[src/hw/rtl/frame_interval_pacer_smoother_macros.svh]
// Assertion helpers shared by the RTL files.
`ifndef FRAME_INTERVAL_PACER_SMOOTHER_MACROS_SVH
`define FRAME_INTERVAL_PACER_SMOOTHER_MACROS_SVH

// Same-cycle implication, checked outside reset.
`define FIPS_ASSERT_IMP(label, clk, rst_n, ante, cons, msg) \
  label: assert property (@(posedge clk) disable iff (!rst_n) (ante) |-> (cons)) \
    else $error(msg);

// Next-cycle implication, checked outside reset.
`define FIPS_ASSERT_NXT(label, clk, rst_n, ante, cons, msg) \
  label: assert property (@(posedge clk) disable iff (!rst_n) (ante) |=> (cons)) \
    else $error(msg);

`endif

[src/hw/rtl/fips_pkg.sv]
`default_nettype none

package fips_pkg;

  localparam int RAW_W    = 32;
  localparam int WAIT_W   = 20;
  localparam int STEP_W   = 32;
  localparam int FRAME_W  = 64;
  localparam int RATE_W   = 10;
  localparam int WIN_W    = 7;
  localparam int SCALE_W  = 16;
  localparam int PROD_W   = STEP_W + SCALE_W;
  localparam int PERIOD_W = 20;

  localparam int unsigned MICROS_PER_SECOND = 1000000;
  localparam logic [SCALE_W-1:0] SCALE_ONE = 16'd256;

  localparam int CFG_DATA_W = 32;
  localparam int CFG_ADDR_W = 5;
  localparam int REG_IDX_W  = 3;

  localparam logic [REG_IDX_W-1:0] REG_CAP_ACTIVE   = 3'd0;
  localparam logic [REG_IDX_W-1:0] REG_CAP_INACTIVE = 3'd1;
  localparam logic [REG_IDX_W-1:0] REG_FLOOR_RATE   = 3'd2;
  localparam logic [REG_IDX_W-1:0] REG_SMOOTH_WIN   = 3'd3;
  localparam logic [REG_IDX_W-1:0] REG_SCALE        = 3'd4;

  typedef enum logic [3:0] {
    S_IDLE,
    S_CAP_GO,
    S_CAP_WT,
    S_FLR_GO,
    S_FLR_WT,
    S_HIST,
    S_SUM,
    S_AVG_GO,
    S_AVG_WT,
    S_MUL,
    S_OUT
  } fips_state_t;

  typedef struct packed {
    logic busy;
    logic done;
  } div_stat_t;

endpackage

`default_nettype wire

[src/hw/rtl/fips_in_if.sv]
`default_nettype none

interface fips_in_if;
  import fips_pkg::*;

  logic              valid;
  logic              ready;
  logic [RAW_W-1:0]  raw_interval_us;
  logic              app_active;

  modport source (output valid, output raw_interval_us, output app_active, input ready);
  modport sink   (input valid, input raw_interval_us, input app_active, output ready);
endinterface

`default_nettype wire

[src/hw/rtl/fips_out_if.sv]
`default_nettype none

interface fips_out_if;
  import fips_pkg::*;

  logic                valid;
  logic                ready;
  logic [WAIT_W-1:0]   wait_us;
  logic [STEP_W-1:0]   step_us;
  logic [STEP_W-1:0]   scaled_step_us;
  logic [FRAME_W-1:0]  frame_number;

  modport source (output valid, output wait_us, output step_us, output scaled_step_us,
                  output frame_number, input ready);
  modport sink   (input valid, input wait_us, input step_us, input scaled_step_us,
                  input frame_number, output ready);
endinterface

`default_nettype wire

[src/hw/rtl/fips_div.sv]
`default_nettype none

module fips_div #(
  parameter int DDW = 38,
  parameter int DVW = 10,
  parameter int LW  = 6
) (
  input  wire logic             clk,
  input  wire logic             rst_n,
  input  wire logic             start,
  input  wire logic [DDW-1:0]   dividend,
  input  wire logic [DVW-1:0]   divisor,
  input  wire logic [LW-1:0]    len,
  output fips_pkg::div_stat_t   stat,
  output logic      [DDW-1:0]   quotient
);
  import fips_pkg::*;

`include "frame_interval_pacer_smoother_macros.svh"

  logic           busy_r;
  logic           done_r;
  logic [LW-1:0]  cnt_r;
  logic [DDW-1:0] dvd_r;
  logic [DDW-1:0] q_r;
  logic [DVW-1:0] rem_r;
  logic [DVW-1:0] dsr_r;

  logic [DVW:0]   rem_sh;
  logic [DVW:0]   diff;
  logic           qbit_nxt;
  logic [DVW-1:0] rem_nxt;

  always_comb begin
    rem_sh   = {rem_r, dvd_r[DDW-1]};
    diff     = rem_sh - {1'b0, dsr_r};
    qbit_nxt = ~diff[DVW];
    rem_nxt  = qbit_nxt ? diff[DVW-1:0] : rem_sh[DVW-1:0];
  end

  always_ff @(posedge clk) begin
    if (!rst_n) begin
      busy_r <= 1'b0;
      done_r <= 1'b0;
      cnt_r  <= '0;
    end else begin
      done_r <= 1'b0;
      if (start && !busy_r) begin
        busy_r <= 1'b1;
        cnt_r  <= len;
      end else if (busy_r) begin
        cnt_r <= cnt_r - 1'b1;
        if (cnt_r == LW'(1)) begin
          busy_r <= 1'b0;
          done_r <= 1'b1;
        end
      end
    end
  end

  always_ff @(posedge clk) begin
    if (start && !busy_r) begin
      dvd_r <= dividend;
      dsr_r <= divisor;
      q_r   <= '0;
      rem_r <= '0;
    end else if (busy_r) begin
      dvd_r <= {dvd_r[DDW-2:0], 1'b0};
      q_r   <= {q_r[DDW-2:0], qbit_nxt};
      rem_r <= rem_nxt;
    end
  end

  assign stat.busy = busy_r;
  assign stat.done = done_r;
  assign quotient  = q_r;

  `FIPS_ASSERT_IMP(a_div_done_idle, clk, rst_n, done_r, !busy_r, "divider done while busy")
  `FIPS_ASSERT_NXT(a_div_last_done, clk, rst_n, busy_r && (cnt_r == LW'(1)), done_r,
                   "divider missed done")
  `FIPS_ASSERT_NXT(a_div_start_busy, clk, rst_n, start && !busy_r && (len != '0), busy_r,
                   "divider failed to start")

endmodule

`default_nettype wire

[src/hw/rtl/frame_interval_pacer_smoother.sv]
// Channel   Dir  Handshake            Payload
// in_chan   in   valid/ready          raw_interval_us[31:0], app_active
// out_chan  out  valid/ready          wait_us[19:0], step_us, scaled_step_us, frame_number[63:0]
// cfg_*     in   APB write/read       5 registers at 4*i, 32-bit data
//
// Between one accepted beat and the next the block runs up to two period divisions and a
// DDW-bit mean division (DDW = 32 + log2 depth) on the shared restoring divider (one quotient
// bit a cycle), plus n history reads (n = active window).
// Skip a division or the averaging when its setting is off.
// Synchronous active-low reset clears control and configuration; the history needs no clear.
// in_chan is ready only while idle; a result waits in the output register under a stall
// and the next frame is accepted meanwhile.
`default_nettype none

module frame_interval_pacer_smoother #(
  parameter int HISTORY_DEPTH = 64
) (
  input  wire logic                              clk,
  input  wire logic                              rst_n,
  fips_in_if.sink                                in_chan,
  fips_out_if.source                             out_chan,
  input  wire logic                              cfg_psel,
  input  wire logic                              cfg_penable,
  input  wire logic                              cfg_pwrite,
  input  wire logic [fips_pkg::CFG_ADDR_W-1:0]   cfg_paddr,
  input  wire logic [fips_pkg::CFG_DATA_W-1:0]   cfg_pwdata,
  output logic      [fips_pkg::CFG_DATA_W-1:0]   cfg_prdata,
  output logic                                   cfg_pready
);
  import fips_pkg::*;

`include "frame_interval_pacer_smoother_macros.svh"

  localparam int DEPTH = HISTORY_DEPTH;
  localparam int AW    = (DEPTH > 1) ? $clog2(DEPTH) : 1;
  localparam int FW    = $clog2(DEPTH + 1);
  localparam int DDW   = RAW_W + $clog2(DEPTH);
  localparam int DVW   = (FW > RATE_W) ? FW : RATE_W;
  localparam int LW    = $clog2(DDW + 1);
  localparam logic [DDW-1:0] MICROS_ALIGNED =
    DDW'(MICROS_PER_SECOND) << (DDW - PERIOD_W);

  // configuration
  logic [RATE_W-1:0]  cap_act_r;
  logic [RATE_W-1:0]  cap_inact_r;
  logic [RATE_W-1:0]  floor_r;
  logic [WIN_W-1:0]   win_r;
  logic [SCALE_W-1:0] scale_r;
  logic [REG_IDX_W-1:0] cfg_idx;
  logic               cfg_wr;

  assign cfg_idx    = cfg_paddr[CFG_ADDR_W-1:2];
  assign cfg_wr     = cfg_psel && cfg_penable && cfg_pwrite;
  assign cfg_pready = 1'b1;

  always_ff @(posedge clk) begin
    if (!rst_n) begin
      cap_act_r   <= '0;
      cap_inact_r <= '0;
      floor_r     <= '0;
      win_r       <= '0;
      scale_r     <= SCALE_ONE;
    end else if (cfg_wr) begin
      unique case (cfg_idx)
        REG_CAP_ACTIVE:   cap_act_r   <= cfg_pwdata[RATE_W-1:0];
        REG_CAP_INACTIVE: cap_inact_r <= cfg_pwdata[RATE_W-1:0];
        REG_FLOOR_RATE:   floor_r     <= cfg_pwdata[RATE_W-1:0];
        REG_SMOOTH_WIN:   win_r       <= cfg_pwdata[WIN_W-1:0];
        REG_SCALE:        scale_r     <= cfg_pwdata[SCALE_W-1:0];
        default: ;
      endcase
    end
  end

  always_comb begin
    unique case (cfg_idx)
      REG_CAP_ACTIVE:   cfg_prdata = CFG_DATA_W'(cap_act_r);
      REG_CAP_INACTIVE: cfg_prdata = CFG_DATA_W'(cap_inact_r);
      REG_FLOOR_RATE:   cfg_prdata = CFG_DATA_W'(floor_r);
      REG_SMOOTH_WIN:   cfg_prdata = CFG_DATA_W'(win_r);
      REG_SCALE:        cfg_prdata = CFG_DATA_W'(scale_r);
      default:          cfg_prdata = '0;
    endcase
  end

  // sequencer and datapath
  fips_state_t state_r, state_nxt;

  logic [RAW_W-1:0]   raw_r, raw_nxt;
  logic               act_r, act_nxt;
  logic [RAW_W-1:0]   elapsed_r, elapsed_nxt;
  logic [WAIT_W-1:0]  wait_r, wait_nxt;
  logic [STEP_W-1:0]  step_r, step_nxt;
  logic [PROD_W-1:0]  prod_r, prod_nxt;
  logic [AW-1:0]      head_r, head_nxt;
  logic [AW-1:0]      ptr_r, ptr_nxt;
  logic [FW-1:0]      fill_r, fill_nxt;
  logic [FW-1:0]      cnt_r, cnt_nxt;
  logic [DDW-1:0]     sum_r, sum_nxt;
  logic               acc_v_r, acc_v_nxt;
  logic [FRAME_W-1:0] frame_r, frame_nxt;

  logic               out_valid_r, out_valid_nxt;
  logic [WAIT_W-1:0]  out_wait_r, out_wait_nxt;
  logic [STEP_W-1:0]  out_step_r, out_step_nxt;
  logic [STEP_W-1:0]  out_scaled_r, out_scaled_nxt;
  logic [FRAME_W-1:0] out_frame_r, out_frame_nxt;

  logic [RAW_W-1:0]   hist_mem [DEPTH];
  logic [RAW_W-1:0]   rd_data_r;
  logic               wr_en;
  logic               rd_en;

  logic               div_start;
  logic [DDW-1:0]     div_dvd;
  logic [DVW-1:0]     div_dsr;
  logic [LW-1:0]      div_len;
  div_stat_t          div_stat;
  logic [DDW-1:0]     div_q;

  logic [RATE_W-1:0]  cap;
  logic [FW-1:0]      n_w;
  logic [FW:0]        held;
  logic               hist_wrap;
  logic [RAW_W-1:0]   period;
  logic               slot_free;
  logic [AW-1:0]      head_inc;
  logic [AW-1:0]      ptr_dec;

  assign cap       = (!act_r && (cap_inact_r < cap_act_r)) ? cap_inact_r : cap_act_r;
  assign n_w       = (int'(win_r) > DEPTH) ? FW'(DEPTH) : FW'(win_r);
  assign held      = {1'b0, fill_r} + 1'b1;
  assign hist_wrap = held > {1'b0, n_w};
  assign period    = RAW_W'(div_q[PERIOD_W-1:0]);
  assign slot_free = !out_valid_r || out_chan.ready;
  assign head_inc  = (head_r == AW'(DEPTH - 1)) ? '0 : head_r + 1'b1;
  assign ptr_dec   = (ptr_r == '0) ? AW'(DEPTH - 1) : ptr_r - 1'b1;

  fips_div #(
    .DDW (DDW),
    .DVW (DVW),
    .LW  (LW)
  ) u_div (
    .clk      (clk),
    .rst_n    (rst_n),
    .start    (div_start),
    .dividend (div_dvd),
    .divisor  (div_dsr),
    .len      (div_len),
    .stat     (div_stat),
    .quotient (div_q)
  );

  always_comb begin
    state_nxt = state_r;
    unique case (state_r)
      S_IDLE:   if (in_chan.valid) state_nxt = S_CAP_GO;
      S_CAP_GO: state_nxt = (cap == '0) ? S_FLR_GO : S_CAP_WT;
      S_CAP_WT: if (div_stat.done) state_nxt = S_FLR_GO;
      S_FLR_GO: state_nxt = (floor_r == '0) ? S_HIST : S_FLR_WT;
      S_FLR_WT: if (div_stat.done) state_nxt = S_HIST;
      S_HIST:   state_nxt = (win_r != '0 && hist_wrap) ? S_SUM : S_MUL;
      S_SUM:    if (cnt_r == n_w && !acc_v_r) state_nxt = S_AVG_GO;
      S_AVG_GO: state_nxt = S_AVG_WT;
      S_AVG_WT: if (div_stat.done) state_nxt = S_MUL;
      S_MUL:    state_nxt = S_OUT;
      S_OUT:    if (slot_free) state_nxt = S_IDLE;
      default:  state_nxt = S_IDLE;
    endcase
  end

  always_comb begin
    raw_nxt        = raw_r;
    act_nxt        = act_r;
    elapsed_nxt    = elapsed_r;
    wait_nxt       = wait_r;
    step_nxt       = step_r;
    prod_nxt       = prod_r;
    head_nxt       = head_r;
    ptr_nxt        = ptr_r;
    fill_nxt       = fill_r;
    cnt_nxt        = cnt_r;
    sum_nxt        = sum_r;
    acc_v_nxt      = 1'b0;
    frame_nxt      = frame_r;
    out_valid_nxt  = out_valid_r && !out_chan.ready;
    out_wait_nxt   = out_wait_r;
    out_step_nxt   = out_step_r;
    out_scaled_nxt = out_scaled_r;
    out_frame_nxt  = out_frame_r;
    wr_en          = 1'b0;
    rd_en          = 1'b0;
    div_start      = 1'b0;
    div_dvd        = MICROS_ALIGNED;
    div_dsr        = DVW'(cap);
    div_len        = LW'(PERIOD_W);

    if (acc_v_r) sum_nxt = sum_r + DDW'(rd_data_r);

    unique case (state_r)
      S_IDLE: begin
        if (in_chan.valid) begin
          raw_nxt     = in_chan.raw_interval_us;
          act_nxt     = in_chan.app_active;
          elapsed_nxt = in_chan.raw_interval_us;
          wait_nxt    = '0;
        end
      end
      S_CAP_GO: begin
        div_start = (cap != '0);
      end
      S_CAP_WT: begin
        if (div_stat.done && (raw_r < period)) begin
          wait_nxt    = WAIT_W'(period - raw_r);
          elapsed_nxt = period;
        end
      end
      S_FLR_GO: begin
        div_dsr   = DVW'(floor_r);
        div_start = (floor_r != '0);
      end
      S_FLR_WT: begin
        if (div_stat.done && (elapsed_r > period)) elapsed_nxt = period;
      end
      S_HIST: begin
        step_nxt = elapsed_r;
        if (win_r != '0) begin
          wr_en    = 1'b1;
          ptr_nxt  = head_r;
          head_nxt = head_inc;
          if (hist_wrap) begin
            fill_nxt = n_w;
            cnt_nxt  = '0;
            sum_nxt  = '0;
          end else begin
            fill_nxt = held[FW-1:0];
          end
        end
      end
      S_SUM: begin
        if (cnt_r != n_w) begin
          rd_en     = 1'b1;
          acc_v_nxt = 1'b1;
          cnt_nxt   = cnt_r + 1'b1;
          ptr_nxt   = ptr_dec;
        end
      end
      S_AVG_GO: begin
        div_dvd   = sum_r;
        div_dsr   = DVW'(n_w);
        div_len   = LW'(DDW);
        div_start = 1'b1;
      end
      S_AVG_WT: begin
        if (div_stat.done) step_nxt = div_q[STEP_W-1:0];
      end
      S_MUL: begin
        prod_nxt = PROD_W'(step_r) * PROD_W'(scale_r);
      end
      S_OUT: begin
        if (slot_free) begin
          frame_nxt      = frame_r + 1'b1;
          out_valid_nxt  = 1'b1;
          out_wait_nxt   = wait_r;
          out_step_nxt   = step_r;
          out_scaled_nxt = (|prod_r[PROD_W-1:STEP_W+8]) ? '1 : prod_r[STEP_W+7:8];
          out_frame_nxt  = frame_r + 1'b1;
        end
      end
      default: ;
    endcase
  end

  always_ff @(posedge clk) begin
    if (!rst_n) begin
      state_r     <= S_IDLE;
      head_r      <= '0;
      fill_r      <= '0;
      cnt_r       <= '0;
      acc_v_r     <= 1'b0;
      frame_r     <= '0;
      out_valid_r <= 1'b0;
    end else begin
      state_r     <= state_nxt;
      head_r      <= head_nxt;
      fill_r      <= fill_nxt;
      cnt_r       <= cnt_nxt;
      acc_v_r     <= acc_v_nxt;
      frame_r     <= frame_nxt;
      out_valid_r <= out_valid_nxt;
    end
  end

  always_ff @(posedge clk) begin
    raw_r        <= raw_nxt;
    act_r        <= act_nxt;
    elapsed_r    <= elapsed_nxt;
    wait_r       <= wait_nxt;
    step_r       <= step_nxt;
    prod_r       <= prod_nxt;
    ptr_r        <= ptr_nxt;
    sum_r        <= sum_nxt;
    out_wait_r   <= out_wait_nxt;
    out_step_r   <= out_step_nxt;
    out_scaled_r <= out_scaled_nxt;
    out_frame_r  <= out_frame_nxt;
  end

  always_ff @(posedge clk) begin
    if (wr_en) hist_mem[head_r] <= elapsed_r;
    if (rd_en) rd_data_r <= hist_mem[ptr_r];
  end

  assign in_chan.ready           = rst_n && (state_r == S_IDLE);
  assign out_chan.valid          = out_valid_r;
  assign out_chan.wait_us        = out_wait_r;
  assign out_chan.step_us        = out_step_r;
  assign out_chan.scaled_step_us = out_scaled_r;
  assign out_chan.frame_number   = out_frame_r;

  `FIPS_ASSERT_IMP(a_start_idle_div, clk, rst_n, div_start, !div_stat.busy,
                   "divider started while busy")
  `FIPS_ASSERT_IMP(a_sum_fill_window, clk, rst_n, state_r == S_SUM, fill_r == n_w,
                   "history fill differs from window while summing")
  `FIPS_ASSERT_IMP(a_fill_bound, clk, rst_n, 1'b1, fill_r <= FW'(DEPTH),
                   "history fill beyond depth")

endmodule

`default_nettype wire

[src/flat_wrapper.sv]
// flat-port wrapper written by rule: the top's interface ports become plain ports
module frame_interval_pacer_smoother_flat import fips_pkg::*;
#(
  parameter int HISTORY_DEPTH = 64
)
  (clk, rst_n, cfg_psel, cfg_penable, cfg_pwrite, cfg_paddr, cfg_pwdata, cfg_prdata, cfg_pready, in_chan_valid, in_chan_raw_interval_us, in_chan_app_active, in_chan_ready, out_chan_valid, out_chan_wait_us, out_chan_step_us, out_chan_scaled_step_us, out_chan_frame_number, out_chan_ready);
  fips_in_if in_chan_i ();
  fips_out_if out_chan_i ();
  input  wire logic clk;
  input  wire logic rst_n;
  input  wire logic cfg_psel;
  input  wire logic cfg_penable;
  input  wire logic cfg_pwrite;
  input  wire logic [fips_pkg::CFG_ADDR_W-1:0] cfg_paddr;
  input  wire logic [fips_pkg::CFG_DATA_W-1:0] cfg_pwdata;
  output logic      [fips_pkg::CFG_DATA_W-1:0] cfg_prdata;
  output logic cfg_pready;
  input wire logic [$bits(in_chan_i.valid)-1:0] in_chan_valid;
  input wire logic [$bits(in_chan_i.raw_interval_us)-1:0] in_chan_raw_interval_us;
  input wire logic [$bits(in_chan_i.app_active)-1:0] in_chan_app_active;
  output wire logic [$bits(in_chan_i.ready)-1:0] in_chan_ready;
  output wire logic [$bits(out_chan_i.valid)-1:0] out_chan_valid;
  output wire logic [$bits(out_chan_i.wait_us)-1:0] out_chan_wait_us;
  output wire logic [$bits(out_chan_i.step_us)-1:0] out_chan_step_us;
  output wire logic [$bits(out_chan_i.scaled_step_us)-1:0] out_chan_scaled_step_us;
  output wire logic [$bits(out_chan_i.frame_number)-1:0] out_chan_frame_number;
  input wire logic [$bits(out_chan_i.ready)-1:0] out_chan_ready;
  assign in_chan_i.valid = in_chan_valid;
  assign in_chan_i.raw_interval_us = in_chan_raw_interval_us;
  assign in_chan_i.app_active = in_chan_app_active;
  assign in_chan_ready = in_chan_i.ready;
  assign out_chan_valid = out_chan_i.valid;
  assign out_chan_wait_us = out_chan_i.wait_us;
  assign out_chan_step_us = out_chan_i.step_us;
  assign out_chan_scaled_step_us = out_chan_i.scaled_step_us;
  assign out_chan_frame_number = out_chan_i.frame_number;
  assign out_chan_i.ready = out_chan_ready;
  frame_interval_pacer_smoother #(.HISTORY_DEPTH(HISTORY_DEPTH)) u_core (.clk(clk), .rst_n(rst_n), .in_chan(in_chan_i), .out_chan(out_chan_i), .cfg_psel(cfg_psel), .cfg_penable(cfg_penable), .cfg_pwrite(cfg_pwrite), .cfg_paddr(cfg_paddr), .cfg_pwdata(cfg_pwdata), .cfg_prdata(cfg_prdata), .cfg_pready(cfg_pready));
endmodule
[config.mk]
export PLATFORM = sky130hd
export DESIGN_NAME = frame_interval_pacer_smoother_flat
export DESIGN_NICKNAME = d
export VERILOG_FILES = /design/src/hw/rtl/fips_pkg.sv /design/src/hw/rtl/fips_in_if.sv /design/src/hw/rtl/fips_out_if.sv /design/src/hw/rtl/fips_div.sv /design/src/hw/rtl/frame_interval_pacer_smoother.sv /design/src/flat_wrapper.sv
export VERILOG_INCLUDE_DIRS = /design/src /design/src/hw/rtl
export SDC_FILE = /design/constraint.sdc
export NUM_CORES = 2
export LEC_CHECK = 0
export BUFFER_PORTS_ARGS = -buffer_cell sky130_fd_sc_hd__buf_2
export CAP_MARGIN = 40
export CORE_ASPECT_RATIO = 1.75
export CORE_MARGIN = 2
export CORE_UTILIZATION = 39
export DETAILED_ROUTE_END_ITERATION = 10
export MAX_ROUTING_LAYER = met4
export SYNTH_ARGS = -nofsm -noshare
export SYNTH_HDL_FRONTEND = slang
export SYNTH_HIERARCHICAL = 1
export SYNTH_SLANG_ARGS = --single-unit
export TNS_END_PERCENT = 10
[constraint.sdc]
create_clock -name clk -period 6.2 [get_ports clk]
set_clock_uncertainty 0.2 [all_clocks]
set_input_delay 0.31 -clock clk [delete_from_list [all_inputs] [get_ports clk]]
set_output_delay 0.31 -clock clk [all_outputs]
set_load 0.02 [all_outputs]
# [Yosys cells after proc, flatten, opt, wreduce, memory -nomap -nowiden]
# Memories as Yosys holds them, arrays and structs flattened. A register that Yosys moved wholly into a read port is not among the register bits.
# Index checks and enable logic that the tools add are counted.
[totals] wordCells=181 out_inout_bits=183 mem_count=1 inputBits=77 mem_bits_rw=2048 reg_bits=598
[op_classes] n_bitwise=3 reduce_logical=45 n_mux=57 eq_ne=29 n_mul=1 magnitude_cmp=5 add_sub_neg=9
[mem_list] name="u_core.hist_mem" depth=64 width=32 read_ports=1 rd_clocked_by_memory_dff=1 write_ports=1 line_no="frame_interval_pacer_smoother.sv:109" text="logic [RAW_W-1:0] hist_mem [DEPTH];"
[op_table] op="2-to-1 mux 38 bit" count=7
[op_table] op="2-to-1 mux 32 bit" count=4
[op_table] op="one-hot mux 32 bit (3 select lines)" count=1
[op_table] op="one-hot mux 16 bit (5 select lines)" count=1
[op_table] op="adder 64 x 1 -> 64 bit, second input constant" count=1
[op_table] op="one-hot mux 32 bit (2 select lines)" count=1
[op_table] op="multiplier 32 x 16 -> 48 bit" count=1
[op_table] op="one-hot mux 4 bit (11 select lines)" count=1
[op_table] op="2-to-1 mux 6 bit" count=7
[op_table] op="2-to-1 mux 20 bit" count=2
[op_table] op="one-hot mux 20 bit (2 select lines)" count=1
[op_table] op="adder 38 x 32 -> 38 bit" count=1
[op_table] op="2-to-1 mux 7 bit" count=5
[op_table] op="> comparator 32 x 20 -> 1 bit" count=1
[op_table] op="less-than comparator 32 x 20 -> 1 bit" count=1
[op_table] op="2-to-1 mux 4 bit" count=7
[op_table] op="zero test 10 bit" count=2
[op_table] op="2-to-1 mux 10 bit" count=2
[op_table] op="one-hot mux 10 bit (2 select lines)" count=1
[op_table] op="nonzero test 10 bit" count=2
[op_table] op="subtractor 20 bit" count=1
[op_table] op="AND reduction 2 bit" count=9
[op_table] op="== test 4 x 3 -> 1 bit, second input constant" count=4
[op_table] op="2-to-1 mux 1 bit" count=14
[op_table] op="other kinds (38)" count=72

# [Longest topological paths before layout]
[depth] depth_word=7 mapped_depth=25 depth_no_buf=23

# [Hierarchy]
# The synthesis kept the hierarchy.
[modules_own_cells] mod="frame_interval_pacer_smoother" seq_area_each_um2=75422.3 instances=1 area_each_um2=119099.2 cells_each=7822
[modules_own_cells] mod="fips_div" seq_area_each_um2=2562.5 instances=1 area_each_um2=4620.7 cells_each=435

# [Worst setup path before layout]
# No wires, ideal clock.
[synth_timing] path_type="register to register" startpoint="register u_core.scale_r[2]" endpoint="register u_core.prod_r[45] (data pin)" setup_time_ps=254 setup_slack_ps=-542 path_stages_with_launch=24 synth_period_minus_slack_ps=6742 n_path_buf=2 arrival_ps=6289 path_cell_list="dfxtp_1 clkbuf_1 clkbuf_1 nand2_1 fa_1 fa_1 fa_1 inv_1 fa_1 fa_1 inv_1 fa_1 inv_1 ha_1 and4_1 o2111a_1 a211oi_1 or3_1 o21a_1 o21a_1 o21a_1 o311ai_0 and3_1 nor2_1"
[synth_between] elab_chain_len=1
[synth_rtl] element="start, declared" line_no="frame_interval_pacer_smoother.sv:48" text="logic [SCALE_W-1:0] scale_r;"
[synth_rtl] element="start signal, assigned" line_no="frame_interval_pacer_smoother.sv:69" text="REG_SCALE: scale_r <= cfg_pwdata[SCALE_W-1:0];"
[synth_rtl] element="multiplier 32 x 16 -> 48 bit" line_no="frame_interval_pacer_smoother.sv:258" text="prod_nxt = PROD_W'(step_r) * PROD_W'(scale_r);"
[synth_rtl] element="end signal, assigned" line_no="frame_interval_pacer_smoother.sv:300" text="prod_r <= prod_nxt;"
[synth_rtl] element="end, declared" line_no="frame_interval_pacer_smoother.sv:94" text="logic [PROD_W-1:0] prod_r, prod_nxt;"
# No other way between the ends.
# A chain may end at the register's enable or synchronous reset.

# [Worst setup path after layout]
[layout_timing] startpoint="register u_core.step_r[4]" endpoint="register u_core.prod_r[45] (data pin)"
[layout_between] elab_chain_len=1
[layout_rtl] element="start, declared" line_no="frame_interval_pacer_smoother.sv:93" text="logic [STEP_W-1:0] step_r, step_nxt;"
[layout_rtl] element="start signal, assigned" line_no="frame_interval_pacer_smoother.sv:299" text="step_r <= step_nxt;"
[layout_rtl] element="multiplier 32 x 16 -> 48 bit" line_no="frame_interval_pacer_smoother.sv:258"
# No other way between the ends.

==> results_dict.tcl <==
set metrics [dict create \
    rr_worst_depth 23 \
    ir_worst_vdd_mv 0.263 \
    arrival_ns 7.34 \
    area_growth_pct 15.0 \
    htree_levels 4 \
    slew_headroom_pct 33.4 \
    grt_max_degree 80 \
    syn_area_per_cell_sq_um 15.0 \
    clockBufferDepth 4 \
    gp_congestion 0.897 \
    port_buffers 224 \
    drt_iter0_markers 5331 \
    fin_crit_ns 6.93 \
    post-route-util_pct 45.0 \
    yosysWarningCount 6 \
    cts_buffers 240 \
    grt_first_pass_wirelength_microns 514000 \
    total_leakage_power_uw 0.0516 \
    dr.pass1.iters 6 \
    layout_setup_ws_ns -0.729 \
    critPathTopFamily "adder cells" \
    grt.overflow.total 0 \
    worstPathRequired_ns 6.61 \
    ant_nets 0 \
    fp-row-count 273 \
    status "complete, but fails checks" \
    fin_cells 13200 \
    cts-root-buf "clkbuf_16" \
    hpwlAfterDp_microns 243000 \
    reg2reg_to "u_core/prod_r[45]$_DFFE_PP_" \
    cap_violations 0 \
    grt.total_usage_pct 22.3 \
    core_area_sq_mm 0.316 \
    worstReg2RegStart "u_core/step_r[4]$_DFFE_PP_" \
    ios 260 \
    postLayoutCellArea_sq_mm 0.142 \
    ff2ff_setup_slack_ns -0.73 \
    power_density_mw_per_mm2 298 \
    end_kind "flop" \
    rsz0062_at_grt "true" \
    antenna_found_initial 7 \
    finalHoldViolations 0 \
    syn-cell-area_sq_mm 0.124 \
    hold_path.class "in2reg" \
    holdPathEnd "u_core/raw_r[14]$_DFFE_PP_" \
    failed_checks "setup timing" \
    min_from "in_chan_raw_interval_us[14]" \
    die-area_sq_mm 0.321 \
    wire_per_inst_microns 26.8 \
    cpPeakStageDelay_ns 0.56 \
    start_util_pct 39.1 \
    fmax_mhz 144 \
    wl_microns 352000 \
    critPathLaunchType "flop" \
    die_width_microns 429 \
    crit_type "reg2reg" \
    path_buf_inv 5 \
    drive_above_1_share_pct 19.4 \
    slew_viol_final 0 \
    total_power_uw 42400 \
    clk_latency_ns 0.93 \
    tritoncts "yes" \
    vias 72400 \
    layout.nets 9564 \
    viasPerCell 5.50 \
    clkTransAtPathRegs_ns 0.07 \
    worst_pin_slew_ns 0.999 \
    crit_path_max_fanout 5 \
    cts_sinks 2670 \
    grt_pass1_vias 76000 \
    die_h_microns 748 \
    cpMostUsedCell "fa_1" \
    dp.cells 12600 \
    dpl_cell_area_sq_mm 0.133 \
    setup_violations 24 \
    fin_crit_sh_pct 112 \
    crit_slowest_cell "fa_1" \
    syn_inst 8232 \
    setup_tns_ns -8.25 \
    drc 0 \
    path_cells "buf_12, buf_4, and2_1, fa_1, fa_1, fa_2, fa_1, fa_1, inv_1, fa_1, inv_1, ha_4, and3_1, o2111a_1, a211oi_1, buf_4, or3_4, o21a_4, o21a_4, o21a_4, o311ai_4, and3_4, nor2_1" \
    whs_path_depth 2 \
]
## how the worst max path moves through the flow
stage	from	endpoint	slack [ns]	depth (start not counted)
2_1_floorplan	u_core/step_r[4]$_DFFE_PP_	u_core/prod_r[45]$_DFFE_PP_	-0.17	23
3_3_place_gp	u_core/step_r[13]$_DFFE_PP_	u_core/prod_r[45]$_DFFE_PP_	-0.86	23
3_5_place_dp	u_core/step_r[14]$_DFFE_PP_	u_core/prod_r[45]$_DFFE_PP_	-0.92	23
4_1_cts	u_core/step_r[9]$_DFFE_PP_	u_core/prod_r[45]$_DFFE_PP_	-0.69	24
5_1_grt	u_core/step_r[4]$_DFFE_PP_	u_core/prod_r[45]$_DFFE_PP_	-0.89	23
6_report	u_core/step_r[4]$_DFFE_PP_	u_core/prod_r[45]$_DFFE_PP_	-0.73	23
## cell usage in the layout (no fill, tap or decap), types with 84 or more instances in the layout
cell and instances:
buf_2 227, edfxtp_1 2439, buf_4 393, mux2i_1 440
inv_1 525, a21oi_1 312, o221ai_1 169, o21ai_0 207
mux2_2 122, mux4_2 342, nand2_1 602, xor2_1 108
clkbuf_16 243, ha_1 232, xnor2_1 110, dlygate4sd3_1 84
dfxtp_1 226, and2_1 255, nor2_1 380, o22ai_1 86
fa_1 405
## area by class of cell
class / count / area, sq um
Fill cell: 27700 / 174000
Sequential cell: 2670 / 77900
Multi-Input combinational cell: 4596 / 42800
Timing Repair Buffer: 776 / 6270
Clock buffer: 280 / 6240
Tap cell: 4125 / 5160
Inverter: 541 / 2040
Clock inverter: 157 / 1680
Antenna cell: 8 / 20.0
## worst reg2reg max path: stages, from the launching register on
cell and delay (ns):
edfxtp_1 0.42, buf_12 0.15, buf_4 0.17, and2_1 0.19
fa_1 0.56, fa_1 0.46, fa_2 0.55, fa_1 0.42
fa_1 0.49, inv_1 0.05, fa_1 0.47, inv_1 0.06
ha_4 0.27, and3_1 0.19, o2111a_1 0.18, a211oi_1 0.05
buf_4 0.17, or3_4 0.39, o21a_4 0.22, o21a_4 0.23
o21a_4 0.25, o311ai_4 0.24, and3_4 0.22, nor2_1 0.04
## layer usage
metal  vias to the layer above  track usage, %  share of wire, %
li1                      31600               -                 -
met3                       755            2.39               4.2
met5                         -               -                 0
met2                      2107            42.6                56
met4                         0            10.8               5.7
met1                     37900            22.2                34
## power breakdown
part           internal (uW)  switching (uW)  total [uW]
clock                   8500            6770       15300
sequential             22200             167       22400
combinational            956            3750        4710
## stage by stage
stage | hold slack (ns) | setup slack [ns]
6_report | 0.0646 | -0.729
5_1_grt | 0.0192 | -0.895
4_1_cts | 0.000466 | -0.688
3_5_place_dp | 0.206 | -0.921
3_3_place_gp | 0.203 | -0.858
2_1_floorplan | 0.182 | -0.170
## flip-flops by register name, indices dropped and copies added (netlist names), 10 cells and up
register,cells
u_core/frame_r,64
u_core/u_div/rem_r,10
u_core/cap_act_r,10
u_core/floor_r,10
u_core/u_div/quotient,32
u_core/scale_r,16
u_core/out_chan.wait_us,20
u_core/sum_r,38
u_core/cap_inact_r,10
u_core/u_div/dsr_r,10
u_core/step_r,32
u_core/hist_mem,2048
u_core/wait_r,20
u_core/out_chan.frame_number,64
u_core/out_chan.step_us,32
u_core/prod_r,40
u_core/rd_data_r,32
u_core/raw_r,32
u_core/out_chan.scaled_step_us,32
u_core/elapsed_r,32
u_core/u_div/dvd_r,38
## what timing repair did
item / CTS / global route
gates resized for setup: 43 / 38
setup buffers: 15 / 8
hold endpoints to repair: 167 / 0
pin swaps: 16 / 26
hold buffers: 84 / 0
endpoints found under the setup margin: 32 / 32
Power figures use the tool's default switching activity.
